--- src/design/ipcidr_pkg.sv ---
// ----------------------------------------------------------------------------
// ipcidr_pkg: shared types and constants of the range to cidr splitter
// payload structs of both channels, sequencer states and field widths
// ----------------------------------------------------------------------------
package ipcidr_pkg;

	// field widths fixed by the channel payloads
	localparam int unsigned FIELD_W        = 32;
	localparam int unsigned PREFIX_W       = 6;
	localparam int unsigned ADDR_BITS_DEF  = 32;

	// one inclusive address range
	typedef struct packed {
		logic [FIELD_W-1:0] range_first;
		logic [FIELD_W-1:0] range_last;
	} ipcidr_range_t;

	// one cidr block of the decomposition
	typedef struct packed {
		logic [FIELD_W-1:0]  block_base;
		logic [PREFIX_W-1:0] prefix_len;
		logic                last_of_range;
		logic                empty_range;
		logic [FIELD_W-1:0]  blocks_total;
	} ipcidr_block_t;

	// sequencer states
	typedef enum logic [1:0] {
		ST_IDLE,
		ST_RUN,
		ST_EMPTY
	} ipcidr_state_t;

endpackage

--- src/design/ipcidr_stream_if.sv ---
// ----------------------------------------------------------------------------
// ipcidr_stream_if: valid/ready stream channel
// carries one payload per transfer, source drives valid and data
// ----------------------------------------------------------------------------
interface ipcidr_stream_if #(
	parameter type data_t = logic
);

	logic  valid;
	logic  ready;
	data_t data;

	modport source (output valid, output data, input ready);
	modport sink   (input valid, input data, output ready);

endinterface

--- src/design/ip_range_to_cidr_split.sv ---
// the range is taken in the idle state, then the walk emits one block per cycle while the output is free
// a new range is taken only after the last block of the previous one is loaded
// a reversed range yields one empty result; output stalls hold the walk
// the pace is set by the single block step unit, reused once per block
// reset clears the sequencer, the output valid and the block counter
// ----------------------------------------------------------------------------
// ip_range_to_cidr_split: ipv4 range to cidr block decomposition
// splits each inclusive range into the minimal run of aligned blocks,
// marks the last block and keeps a wrapping count of emitted blocks
// ----------------------------------------------------------------------------
module ip_range_to_cidr_split #(
	parameter int unsigned ADDR_BITS = ipcidr_pkg::ADDR_BITS_DEF
) (
	input  logic            clk,
	input  logic            arst_n,
	ipcidr_stream_if.sink   range_in,
	ipcidr_stream_if.source block_out
);

	import ipcidr_pkg::*;

	ipcidr_state_t          state_q, state_d;
	logic [ADDR_BITS-1:0]   cur_q;
	logic [ADDR_BITS:0]     span_q;
	logic [FIELD_W-1:0]     count_q;
	ipcidr_block_t          out_q;
	logic                   out_valid_q;

	logic [ADDR_BITS-1:0]   in_first;
	logic [ADDR_BITS-1:0]   in_last;
	logic                   in_reversed;
	logic                   in_xfer;
	logic                   out_free;
	logic                   load_run;
	logic                   load_empty;

	logic [ADDR_BITS-1:0]   step_cur;
	logic [ADDR_BITS:0]     step_span;
	logic [PREFIX_W-1:0]    step_prefix;
	logic                   step_last;

	// input address decode
	assign in_first    = range_in.data.range_first[ADDR_BITS-1:0];
	assign in_last     = range_in.data.range_last[ADDR_BITS-1:0];
	assign in_reversed = in_first > in_last;
	assign in_xfer     = range_in.valid && range_in.ready;
	assign out_free    = !out_valid_q || block_out.ready;

	// shared block step
	ipcidr_step_unit #(
		.ADDR_BITS (ADDR_BITS)
	) u_step (
		.cur        (cur_q),
		.span       (span_q),
		.next_cur   (step_cur),
		.next_span  (step_span),
		.prefix_len (step_prefix),
		.last_block (step_last)
	);

	// sequencer next state and controls
	always_comb begin
		state_d        = state_q;
		range_in.ready = 1'b0;
		load_run       = 1'b0;
		load_empty     = 1'b0;
		case (state_q)
			ST_IDLE: begin
				range_in.ready = 1'b1;
				if (range_in.valid) begin
					state_d = in_reversed ? ST_EMPTY : ST_RUN;
				end
			end
			ST_RUN: begin
				if (out_free) begin
					load_run = 1'b1;
					if (step_last) begin
						state_d = ST_IDLE;
					end
				end
			end
			ST_EMPTY: begin
				if (out_free) begin
					load_empty = 1'b1;
					state_d    = ST_IDLE;
				end
			end
			default: begin
				state_d = ST_IDLE;
			end
		endcase
	end

	// state register, block counter and output valid
	always_ff @(posedge clk or negedge arst_n) begin
		if (!arst_n) begin
			state_q     <= ST_IDLE;
			count_q     <= '0;
			out_valid_q <= 1'b0;
		end else begin
			state_q <= state_d;
			if (load_run) begin
				count_q <= count_q + 1'b1;
			end
			if (load_run || load_empty) begin
				out_valid_q <= 1'b1;
			end else if (block_out.ready) begin
				out_valid_q <= 1'b0;
			end
		end
	end

	// walk registers: current start and remaining span
	always_ff @(posedge clk) begin
		if (in_xfer) begin
			cur_q  <= in_first;
			span_q <= {1'b0, in_last} - {1'b0, in_first} + 1'b1;
		end else if (load_run) begin
			cur_q  <= step_cur;
			span_q <= step_span;
		end
	end

	// output register
	always_ff @(posedge clk) begin
		if (load_run) begin
			out_q.block_base    <= FIELD_W'(cur_q);
			out_q.prefix_len    <= step_prefix;
			out_q.last_of_range <= step_last;
			out_q.empty_range   <= 1'b0;
			out_q.blocks_total  <= count_q + 1'b1;
		end else if (load_empty) begin
			out_q.block_base    <= '0;
			out_q.prefix_len    <= '0;
			out_q.last_of_range <= 1'b1;
			out_q.empty_range   <= 1'b1;
			out_q.blocks_total  <= count_q;
		end
	end

	assign block_out.valid = out_valid_q;
	assign block_out.data  = out_q;

	// a walk in progress always has addresses left to cover
	a_span_nonzero: assert property (@(posedge clk) disable iff (!arst_n)
		state_q == ST_RUN |-> span_q != '0)
		else $error("walk running with empty span");

	// the block that ends the span returns the sequencer to idle
	a_last_ends_walk: assert property (@(posedge clk) disable iff (!arst_n)
		load_run && step_last |=> state_q == ST_IDLE)
		else $error("walk did not end after last block");

	// a reversed range transfer yields exactly one empty result next
	a_empty_next: assert property (@(posedge clk) disable iff (!arst_n)
		in_xfer && in_reversed |=> state_q == ST_EMPTY && $stable(count_q))
		else $error("reversed range not routed to empty result");

	// the counter moves only when a real block is loaded
	a_count_step: assert property (@(posedge clk) disable iff (!arst_n)
		!load_run |=> $stable(count_q))
		else $error("block counter moved without a block");

endmodule

--- src/design/ipcidr_step_unit.sv ---
// ----------------------------------------------------------------------------
// ipcidr_step_unit: one cidr block step
// picks the largest aligned block at the current start that fits the span
// and gives the advanced start and remaining span
// ----------------------------------------------------------------------------
module ipcidr_step_unit #(
	parameter int unsigned ADDR_BITS = ipcidr_pkg::ADDR_BITS_DEF
) (
	input  logic [ADDR_BITS-1:0]            cur,
	input  logic [ADDR_BITS:0]              span,
	output logic [ADDR_BITS-1:0]            next_cur,
	output logic [ADDR_BITS:0]              next_span,
	output logic [ipcidr_pkg::PREFIX_W-1:0] prefix_len,
	output logic                            last_block
);

	import ipcidr_pkg::*;

	logic [ADDR_BITS:0]    cur_ext;
	logic [ADDR_BITS:0]    low_bit;
	logic [ADDR_BITS:0]    smear;
	logic [ADDR_BITS:0]    top_bit;
	logic [ADDR_BITS:0]    size;
	logic [PREFIX_W-1:0]   expo;

	// lowest set bit of the start, a zero start counts as the whole space
	assign cur_ext = {1'b0, cur};
	always_comb begin
		low_bit = cur_ext & (~cur_ext + 1'b1);
		if (cur == '0) begin
			low_bit = '0;
			low_bit[ADDR_BITS] = 1'b1;
		end
	end

	// highest set bit of the span by or-smearing to the right
	always_comb begin
		smear = span;
		for (int i = 0; i < 6; i++) begin
			if ((1 << i) <= ADDR_BITS) begin
				smear = smear | (smear >> (1 << i));
			end
		end
		top_bit = smear ^ (smear >> 1);
	end

	// both are one-hot, the smaller one is the block size
	assign size = (low_bit < top_bit) ? low_bit : top_bit;

	// encode the one-hot size into its exponent
	always_comb begin
		expo = '0;
		for (int j = 0; j <= ADDR_BITS; j++) begin
			if (size[j]) begin
				expo = expo | PREFIX_W'(j);
			end
		end
	end

	assign prefix_len = PREFIX_W'(ADDR_BITS) - expo;
	assign next_cur   = cur + size[ADDR_BITS-1:0];
	assign next_span  = span - size;
	assign last_block = (span == size);

endmodule

--- src/flat_wrapper.sv ---
// flat-port wrapper written by rule: the top's interface ports become plain ports
module ip_range_to_cidr_split_flat import ipcidr_pkg::*;
#(
	parameter int unsigned ADDR_BITS = ipcidr_pkg::ADDR_BITS_DEF
)
  (clk, arst_n, range_in_valid, range_in_data, range_in_ready, block_out_valid, block_out_data, block_out_ready);
  ipcidr_stream_if #(.data_t(ipcidr_range_t)) range_in_i ();
  ipcidr_stream_if #(.data_t(ipcidr_block_t)) block_out_i ();
  input  logic clk;
  input  logic arst_n;
  input wire logic [$bits(range_in_i.valid)-1:0] range_in_valid;
  input wire logic [$bits(range_in_i.data)-1:0] range_in_data;
  output wire logic [$bits(range_in_i.ready)-1:0] range_in_ready;
  output wire logic [$bits(block_out_i.valid)-1:0] block_out_valid;
  output wire logic [$bits(block_out_i.data)-1:0] block_out_data;
  input wire logic [$bits(block_out_i.ready)-1:0] block_out_ready;
  assign range_in_i.valid = range_in_valid;
  assign range_in_i.data = range_in_data;
  assign range_in_ready = range_in_i.ready;
  assign block_out_valid = block_out_i.valid;
  assign block_out_data = block_out_i.data;
  assign block_out_i.ready = block_out_ready;
  ip_range_to_cidr_split #(.ADDR_BITS(ADDR_BITS)) u_core (.clk(clk), .arst_n(arst_n), .range_in(range_in_i), .block_out(block_out_i));
endmodule
--- config.mk ---
export PLATFORM = sky130hd
export DESIGN_NAME = ip_range_to_cidr_split_flat
export DESIGN_NICKNAME = d
export VERILOG_FILES = /design/src/design/ipcidr_pkg.sv /design/src/design/ipcidr_stream_if.sv /design/src/design/ip_range_to_cidr_split.sv /design/src/design/ipcidr_step_unit.sv /design/src/flat_wrapper.sv
export SDC_FILE = /design/constraint.sdc
export NUM_CORES = 1
export LEC_CHECK = 0
export ABC_AREA = 1
export CAP_MARGIN = 20
export CELL_PAD_IN_SITES_DETAIL_PLACEMENT = 0
export CELL_PAD_IN_SITES_GLOBAL_PLACEMENT = 1
export CORE_MARGIN = 5
export CORE_UTILIZATION = 52
export DETAILED_ROUTE_END_ITERATION = 10
export DONT_BUFFER_PORTS = 1
export PLACE_DENSITY_LB_ADDON = 0.1
export RECOVER_POWER = 100
export SKIP_LAST_GASP = 1
export SYNTH_ARGS = -nofsm -noshare
export SYNTH_HDL_FRONTEND = slang
export SYNTH_SLANG_ARGS = --single-unit
--- constraint.sdc ---
create_clock -name clk -period 9.4 [get_ports clk]
set_clock_uncertainty 0.05 [all_clocks]
set_input_delay 0.47 -clock clk [delete_from_list [all_inputs] [get_ports clk]]
set_output_delay 0.47 -clock clk [all_outputs]
set_load 0.03 [all_outputs]
==> results of run 1 <==
-- worst max-delay path: cells and delay by family, from the launching register on --
family,cells,cell delay (ns)
DFF,1,0.52
adders and majority gates,3,0.89
AOI/OAI and AO/OA,7,1.83
and+or+nand+nor,22,4.04
buffers and inverters,3,0.27
-- flip-flops by register name, summed over array words and instances (netlist names) --
name / flops
u_core.span_q: 33
u_core.block_out.valid: 1
u_core.count_q: 32
u_core.state_q: 2
u_core.cur_q: 32
u_core.block_out.data: 72
-- cell type report --
| class | instances | area, um2 | share of cell area |
|---|---|---|---|
| tap | 396 | 495 | 0.0292 |
| inverter | 358 | 1340 | 0.0793 |
| clock buffer | 18 | 439 | 0.0259 |
| multi-input combinational | 1659 | 9480 | 0.560 |
| sequential | 172 | 4980 | 0.294 |
| timing repair buffer | 9 | 51.3 | 0.00303 |
| clock inverter | 14 | 154 | 0.00908 |
-- timing repair --
item / in CTS / in global routing
hold buffers: 2 / 0
setup endpoints to repair: 0 / 0
endpoints found under the hold margin: 35 / 0
gates resized for setup: 0 / 0
-- kinds of logic after synthesis --
logic type,count (synthesis),synth area share
AND/OR/NAND/NOR,1027,0.285
flip-flops,172,0.311
adder cells (fa/ha/maj),195,0.154
AO/OA/AOI/OAI,388,0.131
XOR/XNOR,49,0.0268
buffers and inverters,383,0.0925
-- how the worst max path moves through the flow --
stage | from | end | slack, ns | depth (start not counted)
after floorplan | u_core.cur_q[0]$_DFFE_PP_ | u_core.span_q[24]$_DFFE_PP_ | 3.76 | 36
after global placement | u_core.cur_q[0]$_DFFE_PP_ | u_core.span_q[24]$_DFFE_PP_ | 2.39 | 37
after detailed placement | u_core.cur_q[0]$_DFFE_PP_ | u_core.span_q[24]$_DFFE_PP_ | 2.11 | 35
after CTS | u_core.cur_q[0]$_DFFE_PP_ | u_core.span_q[24]$_DFFE_PP_ | 2.08 | 35
after global routing | u_core.cur_q[0]$_DFFE_PP_ | u_core.span_q[24]$_DFFE_PP_ | 0.88 | 35
final | u_core.cur_q[0]$_DFFE_PP_ | u_core.span_q[24]$_DFFE_PP_ | 1.53 | 35
-- stage by stage --
step	setup WS (ns)	std cells	utilization
after floorplan	3.76	2214	-
after global placement	2.39	2592	0.539
after detailed placement	2.11	2592	0.539
after CTS	2.08	2626	0.559
after global routing	0.881	2626	0.555
final	1.53	2626	0.555
-- Yosys cell counts, types with 4 or more instances --
master    instances
and2_1            4
nor2_4            8
xnor2_1          21
xor2_1           28
nand3_2           4
nor4_1           11
o21ai_1           7
nor2_2            7
nand4_1          37
o211ai_1          4
nand3_1         112
clkbuf_1         15
dfrtp_1          35
o21bai_1          7
nor3_1           35
o21ai_0         143
inv_1           355
or2_2            33
nor2_1          275
nand2_2          13
ha_1            192
a21boi_0          4
a31oi_1          16
nand3b_1         15
a221oi_1          4
a21oi_1         176
a21o_1           12
nand2_1         461
edfxtp_1        136
-- metal layers --
| layer | wire length [um] | share of wire |
|---|---|---|
| met1 | 22000 | 0.45 |
| met2 | 22400 | 0.46 |
| met3 | 2990 | 0.061 |
| met4 | 1580 | 0.032 |
| met5 | 0 | 0 |
==> out/results.txt, run 1 <==
outcome: finished with violations
failing checks: max-capacitance violations, max-slew violations
Worst Hold Class: input pin to flip-flop
clock sinks: 172
Detailed Route Iter0 Violations: 1253
Tcrit/Tclk final: 0.837
GRT Overall Usage: 0.281
reg-to-reg startpoint: u_core.cur_q[0]$_DFFE_PP_
clk root buf: clkbuf_16
post-synthesis sequential area ratio: 0.311
Setup TNS: 0 ns
Peak Freq: 127 MHz
maximum capacitance violations: 5
Pre-antenna DRT Iters: 5
unrepaired setup endpoints after global routing: false
Post-Route WL: 49.0 mm
hold depth: 2
Synth top area share: 0.255
ant diodes: 0
Synth Net Count: 2477
Post-synth ARST share: 0.203
initial antenna violation count: 0
Cell variety after synth: 54
first-pass GRT wire length: 75.2 mm
final setup violation count: 0
post-route minimum period: 7.87 ns
critical path's slowest cell: nand2_1
worst path arrival time: 8.01 ns
Final Hold Slack: 0.180 ns
worst-path maximum fanout: 46
CP peak stage delay: 0.64 ns
IO Pins: 142
most used cell, CP: nand2_1
Worst Hold Launch: range_in_data[60]
flops & latches, synth: 172
gpl congestion: 1.03
DP Area: 16400 um2
final instance area: 16900 um2
Worst Reg-to-Reg Cells: 35
Crit path required time: 9.54 ns
Gate Count Post-Synth: 2214
grt met3 use: 0.0324
Setup CP Type: flip-flop to flip-flop
port bufs: 0
number of flops mapped to enable cells by yosys: 136
Post-Syn Area: 16000 um2
Hold Path Sink: u_core.cur_q[28]$_DFFE_PP_
gr ovfl total: 0
Slew @ Worst Pin: 4.06 ns
Reg clk slew, reported paths: 0.08 ns
reg2reg end: u_core.span_q[24]$_DFFE_PP_
commonest non-fill, non-tap cells in the layout: 460 x nand2_1, 354 x inv_1, 283 x nor2_1, 192 x ha_1, 176 x a21oi_1
GR peak layer: met2
Die Width: 185 um
Core ar.: 30500 um2
Fill cells: 3025
largest net degree at the start of global routing: 74
vias in the first global route: 14170
Setup crit end kind: flip-flop
Setup crit start kind: flip-flop
CTS tree: yes
Final Max Tran Viols: 279
vias per std cell: 5.57
post-synth top area cell: edfxtp_1
Final Hold Fails: 0
postcts setup bufs: 0
share of post-route cells with drive strength above 1: 0.0475
commonest non-fill, non-tap cell in the layout: nand2_1
CTS buffer count: 17
routing usage on met1: 0.384
DIE HEIGHT: 185 um
worst relative slew slack: -1.70
Post-DRT Antenna Nets: 0
ys flop type: edfxtp_1
clk buf depth: 2
DR DRC count: 0
Synth Area per Inst: 7.23 um2
WL per Instance: 18.7 um
Nets: 2480
top cells by area, synth: edfxtp_1 26%, ha_1 15%, nand2_1 11%
die area: 34400 um2
vias: 14622
Initial Util: 0.525
FP Rows: 64
area grow syn2layout: 5.86%
Final HPWL DP: 40.3 mm
R2R Setup Slk: 1.53 ns
Clock Latency Late Sink: 0.45 ns
Max H-tree Level: 4
met2 Usage GRT: 0.464
synth warn: 0
Power of run 1 is not shown: default switching activity piles up to over one toggle a cycle in this logic, so the estimate is an artifact.
==> inputs of run 2 (changes only) <==
ABC_AREA = 0   (was 1)
CORE_UTILIZATION = 46   (was 52)
clock period = 7.2 ns   (was 9.4 ns; I/O delays follow)
==> run 2 against run 1 <==
Against the previous run: hold slack worse by 0.097 ns; the run still ends with max-capacitance violations, max-slew violations left; highest routed layer unchanged; cell area down 3.5%; via count fell by 19%; register-to-register slack got worse by 1.1 ns; die area is 4.3% higher; routed wire length fell by 16%; core utilization is 3.9 points lower; synthesized area fell by 7.5%; sequential cell count unchanged.
==> out/results.txt, run 2 <==
CTS buffer count: 17 (unchanged)
Synth Net Count: 1889 (-24%)
outcome: finished with violations
Nets: 1948 (-21%)
top cells by count, synth: 192 x ha_1, 157 x inv_1, 136 x edfxtp_1
Setup crit start kind: flip-flop
synth warn: 0 (unchanged)
CP peak stage delay: 0.45 ns (-0.19 ns)
worst path arrival time: 7.02 ns (-0.99 ns)
reg2reg end: u_core.span_q[32]$_DFFE_PP_
number of flops mapped to enable cells by yosys: 136 (unchanged)
DP Area: 15700 um2 (-4.7%)
die area: 35900 um2 (+4.3%)
top cells by area, synth: edfxtp_1 28%, ha_1 16%, dfrtp_1 5.9%
Post-DRT Antenna Nets: 0 (unchanged)
Initial Util: 0.468 (-0.0567)
Core ar.: 31600 um2 (+3.7%)
share of post-route cells with drive strength above 1: 0.0825 (+0.0350)
port bufs: 0 (unchanged)
Cell variety after synth: 76 (+41%)
Worst Reg-to-Reg Cells: 29 (-17%)
GRT Overall Usage: 0.230 (-0.0516)
clock sinks: 172 (unchanged)
vias in the first global route: 11395 (-20%)
post-synth top area cell: edfxtp_1
Pre-antenna DRT Iters: 5 (unchanged)
Hold Path Sink: u_core.cur_q[17]$_DFFE_PP_
clk root buf: clkbuf_16
Peak Freq: 147 MHz (+16%)
DR DRC count: 0 (unchanged)
DIE HEIGHT: 189 um (+2.1%)
WL per Instance: 19.7 um (+5.7%)
Setup CP Type: flip-flop to flip-flop
Setup crit end kind: flip-flop
Gate Count Post-Synth: 1626 (-27%)
reg-to-reg startpoint: u_core.span_q[24]$_DFFE_PP_
Crit path required time: 7.41 ns (-2.13 ns)
final setup violation count: 0 (unchanged)
clk buf depth: 2 (unchanged)
Slew @ Worst Pin: 3.80 ns (-0.251 ns)
Synth Area per Inst: 9.11 um2 (+26%)
Clock Latency Late Sink: 0.44 ns (about the same)
R2R Setup Slk: 0.39 ns (-1.14 ns)
Reg clk slew, reported paths: 0.08 ns (about the same)
Lkg Pwr: 7.39 nW
area grow syn2layout: 10.4%
Final Hold Slack: 0.0835 ns (-0.0968 ns)
Final HPWL DP: 34.0 mm (-16%)
post-route minimum period: 6.81 ns (-1.06 ns)
Die Width: 189 um (+2.1%)
commonest non-fill, non-tap cells in the layout: 191 x ha_1, 157 x inv_1, 136 x edfxtp_1, 126 x a21oi_1, 117 x nor2_1
Max H-tree Level: 4 (unchanged)
ys flop type: edfxtp_1
Worst Hold Launch: range_in_data[49]
dpl cells: 2059 (-21%)
most used cell, CP: buf_4
post-synthesis sequential area ratio: 0.336 (+0.0252)
final instance area: 16400 um2 (-3.5%)
initial antenna violation count: 0 (unchanged)
max FFs per register: 72 (unchanged)
ant diodes: 0 (unchanged)
CTS tree: yes
Detailed Route Iter0 Violations: 664 (-47%)
Core Util, Final: 0.517 (-0.0387)
hold depth: 2 (unchanged)
maximum capacitance violations: 3 (-2)
worst relative slew slack: -1.54 (+0.167)
Worst Hold Class: input pin to flip-flop
largest net degree at the start of global routing: 66 (-11%)
Worst VDD drop: 0.174 mV
Post-Syn Area: 14800 um2 (-7.5%)
Synth top area share: 0.276 (+0.0207)
Final Max Tran Viols: 168 (-40%)
gr ovfl total: 0 (unchanged)
Tcrit/Tclk final: 0.946 (+0.109)
FP Rows: 65 (+1.6%)
IO Pins: 142 (unchanged)
PD cells: 409 nW/um2
failing checks: max-capacitance violations, max-slew violations
critical path's slowest cell: edfxtp_1
first-pass GRT wire length: 64.8 mm (-14%)
worst-path maximum fanout: 9 (-80%)
Post-Route WL: 41.4 mm (-16%)
gpl congestion: 0.905 (-12%)
commonest non-fill, non-tap cell in the layout: ha_1
final cell count without fillers: 2099 (-20%)
flops & latches, synth: 172 (unchanged)
vias: 11816 (-19%)
vias per std cell: 5.63 (+1.1%)
most numerous cell in the Yosys netlist: ha_1
Post-synth ARST share: 0.203 (unchanged)
Final Hold Fails: 0 (unchanged)
[run 2: kinds of logic after synthesis]
logic type	count (synthesis)	synth area share
AND/OR/NAND/NOR	528	0.186
adder cells (fa/ha/maj)	195	0.166
multiplexers	31	0.0222
XOR/XNOR	111	0.0657
flip-flops	172	0.336
buffers and inverters	187	0.0492
AO/OA/AOI/OAI	402	0.174
[run 2: worst max-delay path by stage]
stage / depth (start not counted) / endpoint / startpoint / slack (ns)
floorplan: 30 / u_core.span_q[32]$_DFFE_PP_ / u_core.span_q[30]$_DFFE_PP_ / 0.40
global placement: 29 / u_core.span_q[32]$_DFFE_PP_ / u_core.span_q[30]$_DFFE_PP_ / 0.25
detailed placement: 29 / u_core.span_q[32]$_DFFE_PP_ / u_core.span_q[23]$_DFFE_PP_ / 0.12
CTS: 29 / u_core.span_q[32]$_DFFE_PP_ / u_core.span_q[30]$_DFFE_PP_ / 0.12
global route: 29 / u_core.span_q[32]$_DFFE_PP_ / u_core.span_q[27]$_DFFE_PP_ / -0.007
finish: 29 / u_core.span_q[32]$_DFFE_PP_ / u_core.span_q[24]$_DFFE_PP_ / 0.39
[run 2: power breakdown]
part / internal (mW) / total (mW) / leakage (nW) / switching (mW)
combinational: 1.32 / 3.23 / 5.33 / 1.91
clock: 0.537 / 0.951 / 0.285 / 0.415
sequential: 1.78 / 2.51 / 1.77 / 0.736
[run 2: critical path, delay by kind of cell, from the launching register on]
kind            cells  cell delay (ns)
compound gates     12             2.69
simple gates        9             1.85
fa+ha+maj           3             0.93
buf+inv             4             0.53
flops               1             0.45
xor+xnor            1             0.13
[run 2: layout make-up]
type | count | area, um2
sequential | 172 | 4980
clock buffer | 20 | 458
timing repair buffer | 70 | 526
fill | 2973 | 15300
tap | 402 | 503
multi-input combinational | 1267 | 9160
inverter | 157 | 589
clock inverter | 11 | 134
[run 2: what timing repair did]
item | in CTS | in global routing
hold buffers | 2 | 0
setup buffers | 0 | 7
endpoints found under the hold margin | 35 | 0
gates resized for setup | 0 | 10
setup endpoints to repair | 0 | 14
[run 2: through the flow]
step | worst slack, ns | total power, mW | TNS, ns
after floorplan | 0.405 | 4.71 | 0
after global placement | 0.250 | 5.66 | 0
after detailed placement | 0.122 | 5.67 | 0
after CTS | 0.116 | 6.65 | 0
after global routing | -0.00662 | 7.20 | -0.00662
final | 0.390 | 6.69 | 0
[run 2: routing by layer]
layer  share of wire  track usage  vias up
met5               0            0        -
met4           0.018       0.0554        0
met3           0.053       0.0358       36
met2            0.42        0.343      317
met1            0.51        0.349     5462
li1                -            -     6001
Note: power is estimated with default switching activity, not from simulation.
==> inputs of run 3 (changes only) <==
CELL_PAD_IN_SITES_DETAIL_PLACEMENT = not set   (was 0)
CELL_PAD_IN_SITES_GLOBAL_PLACEMENT = not set   (was 1)
CORE_UTILIZATION = 60   (was 46)
PLACE_DENSITY = 0.79   (was not set)
PLACE_DENSITY_LB_ADDON = not set   (was 0.1)
==> run 3 against run 2 <==
Against the previous run: the flow still finishes with violations (max-capacitance violations, max-slew violations); hold slack worse by 0.016 ns; final cell count down 3.8%; power grew 1.1%; via count is 5.9% higher; routed wire length down 3.2%; clock power is 2% lower; critical endpoint unchanged.
==> out/results.txt, run 3 (synthesis results as in run 2) <==
outcome: finished with violations
failing checks: max-capacitance violations, max-slew violations
commonest non-fill, non-tap cell in the layout: ha_1
Register Area: 4980 um2 (unchanged)
commonest non-fill, non-tap cells in the layout: 192 x ha_1, 157 x inv_1, 136 x edfxtp_1, 125 x a21oi_1, 116 x nor2_1
final setup violation count: 0 (unchanged)
WL per Instance: 19.8 um (+0.59%)
Final Max Tran Viols: 169 (+0.60%)
GRT Overall Usage: 0.281 (+0.0516)
Slew @ Worst Pin: 3.63 ns (-0.170 ns)
Worst Hold Class: input pin to flip-flop
Crit path required time: 7.41 ns (about the same)
CP peak stage delay: 0.48 ns (+0.03 ns)
first-pass GRT wire length: 63.5 mm (-2.0%)
final worst slack: 0.370 ns (-0.0202 ns)
die area: 27900 um2 (-22%)
pre-CTS setup slack: -0.0527 ns (-0.174 ns)
Initial Util: 0.609 (+0.141)
Final HPWL DP: 31.9 mm (-6.1%)
ant diodes: 0 (unchanged)
critical path's slowest cell: edfxtp_1
vias per std cell: 6.20 (+10%)
vias in the first global route: 12122 (+6.4%)
Clock Latency Late Sink: 0.44 ns (about the same)
gr ovfl total: 0 (unchanged)
Post-DRT Antenna Nets: 0 (unchanged)
gpl congestion: 1.04 (+15%)
Nets: 1945 (-0.15%)
final cell count without fillers: 2019 (-3.8%)
clk buf depth: 2 (unchanged)
Fill cells: 1923 (-35%)
Die Width: 167 um (-12%)
Lkg Pwr: 7.37 nW (-0.26%)
Detailed Route Iter0 Violations: 1488 (+120%)
Tcrit/Tclk final: 0.949 (+0.00281)
Setup crit start kind: flip-flop
clock sinks: 172 (unchanged)
CTS tree: yes
IO Pins: 142 (unchanged)
final instance area: 16300 um2 (-0.61%)
area grow syn2layout: 9.74%
Setup CP Type: flip-flop to flip-flop
maximum capacitance violations: 3 (unchanged)
DIE HEIGHT: 167 um (-12%)
vias: 12509 (+5.9%)
CTS buffer count: 17 (unchanged)
PD cells: 417 nW/um2 (+1.8%)
clk root buf: clkbuf_16
DR DRC count: 0 (unchanged)
Max H-tree Level: 4 (unchanged)
share of post-route cells with drive strength above 1: 0.0826 (+0.0000973)
Reg clk slew, reported paths: 0.08 ns (about the same)
worst-path maximum fanout: 9 (unchanged)
worst relative slew slack: -1.42 (+0.114)
Worst VDD drop: 0.206 mV (+18%)
Core ar.: 24300 um2 (-23%)
port bufs: 0 (unchanged)
Pre-antenna DRT Iters: 7 (+2)
initial antenna violation count: 0 (unchanged)
largest net degree at the start of global routing: 81 (+23%)
dpl cells: 1977 (-4.0%)
CP delay by family, top: compound AO/OA/AOI/OAI gates
FP Rows: 57 (-12%)
max FFs per register: 72 (unchanged)
worst path arrival time: 7.04 ns (+0.02 ns)
Setup crit end kind: flip-flop
crit path buf inv count: 3 (-1)
Peak Freq: 146 MHz (-0.30%)
Final Hold Fails: 0 (unchanged)
DP Area: 15500 um2 (-0.81%)
Post-Route WL: 40.0 mm (-3.2%)
multi-input logic area: 9210 um2 (+0.49%)
unrepaired setup endpoints after global routing: false
post-route minimum period: 6.83 ns (+0.0202 ns)
run 3: cell count changes in the layout (fill, tap and decap cells not counted), moves of 3 or more:
cell      change
inv_8         +4
clkinv_8      +3
nor4_4        +3
buf_4         -7
run 3: final cells by class:
type | instances | area share
repair buffers | 67 | 0.0293
clock buffers | 17 | 0.0262
multi-input cells | 1267 | 0.567
flip-flops and latches | 172 | 0.306
inverters | 157 | 0.0363
clock inverters | 15 | 0.0104
well taps | 324 | 0.0249
run 3: path summary, 6_finish.rpt:
kind,start,end,slack (ns),cells past startpoint
max in group asynchronous,arst_n,u_core.count_q[16]$_DFFE_PN0P_,4.95,2
hold / removal,range_in_data[37],u_core.cur_q[5]$_DFFE_PP_,0.07,2
setup / recovery,u_core.span_q[27]$_DFFE_PP_,u_core.span_q[32]$_DFFE_PP_,0.37,29
min in group asynchronous,arst_n,u_core.count_q[5]$_DFFE_PN0P_,1.03,2
hold reg to reg,u_core.count_q[31]$_DFFE_PN0P_,u_core.count_q[31]$_DFFE_PN0P_,0.41,1
setup reg to reg,u_core.span_q[27]$_DFFE_PP_,u_core.span_q[32]$_DFFE_PP_,0.37,29
run 3: per-layer routing:
metal / routed length (um) / vias up / track usage
met3: 3680 / 75 / 0.0523
met5: 0 / - / 0
met2: 17500 / 636 / 0.433
met4: 1110 / 0 / 0.0900
met1: 17800 / 5802 / 0.404
li1: - / 5996 / -
run 3: worst register-to-register path: cells and delay by family, from the launching register on:
| kind | cells | cell delay, ns |
|---|---|---|
| AO/OA/AOI/OAI | 12 | 2.82 |
| XOR/XNOR | 1 | 0.15 |
| adder cells (fa/ha/maj) | 3 | 0.90 |
| buffers and inverters | 3 | 0.37 |
| flip-flops | 1 | 0.48 |
| AND/OR/NAND/NOR | 10 | 1.88 |
run 3: metrics by stage:
stage / TNS [ns] / hold WS (ns) / total power [mW] / utilization
global placement: 0 / 0.0154 / 5.59 / 0.639
CTS: 0 / 0.0516 / 6.63 / 0.665
floorplan: 0 / 0.0144 / 4.71 / -
global route: 0 / 0.0615 / 7.20 / 0.668
finish: 0 / 0.0675 / 6.77 / 0.668
detailed placement: -0.0527 / 0.0159 / 5.66 / 0.639
run 3: repair_timing:
item	in CTS	in global routing
gates resized for setup	2	15
hold buffers	2	0
buffers inserted	0	8
endpoints found under the hold margin	35	0
pin swaps	0	3
endpoints found under the setup margin	2	21
run 3: power by group:
| group | switching (mW) | internal, mW | leakage [nW] |
|---|---|---|---|
| sequential | 0.782 | 1.78 | 1.77 |
| combinational | 1.93 | 1.34 | 5.30 |
| clock | 0.463 | 0.471 | 0.294 |
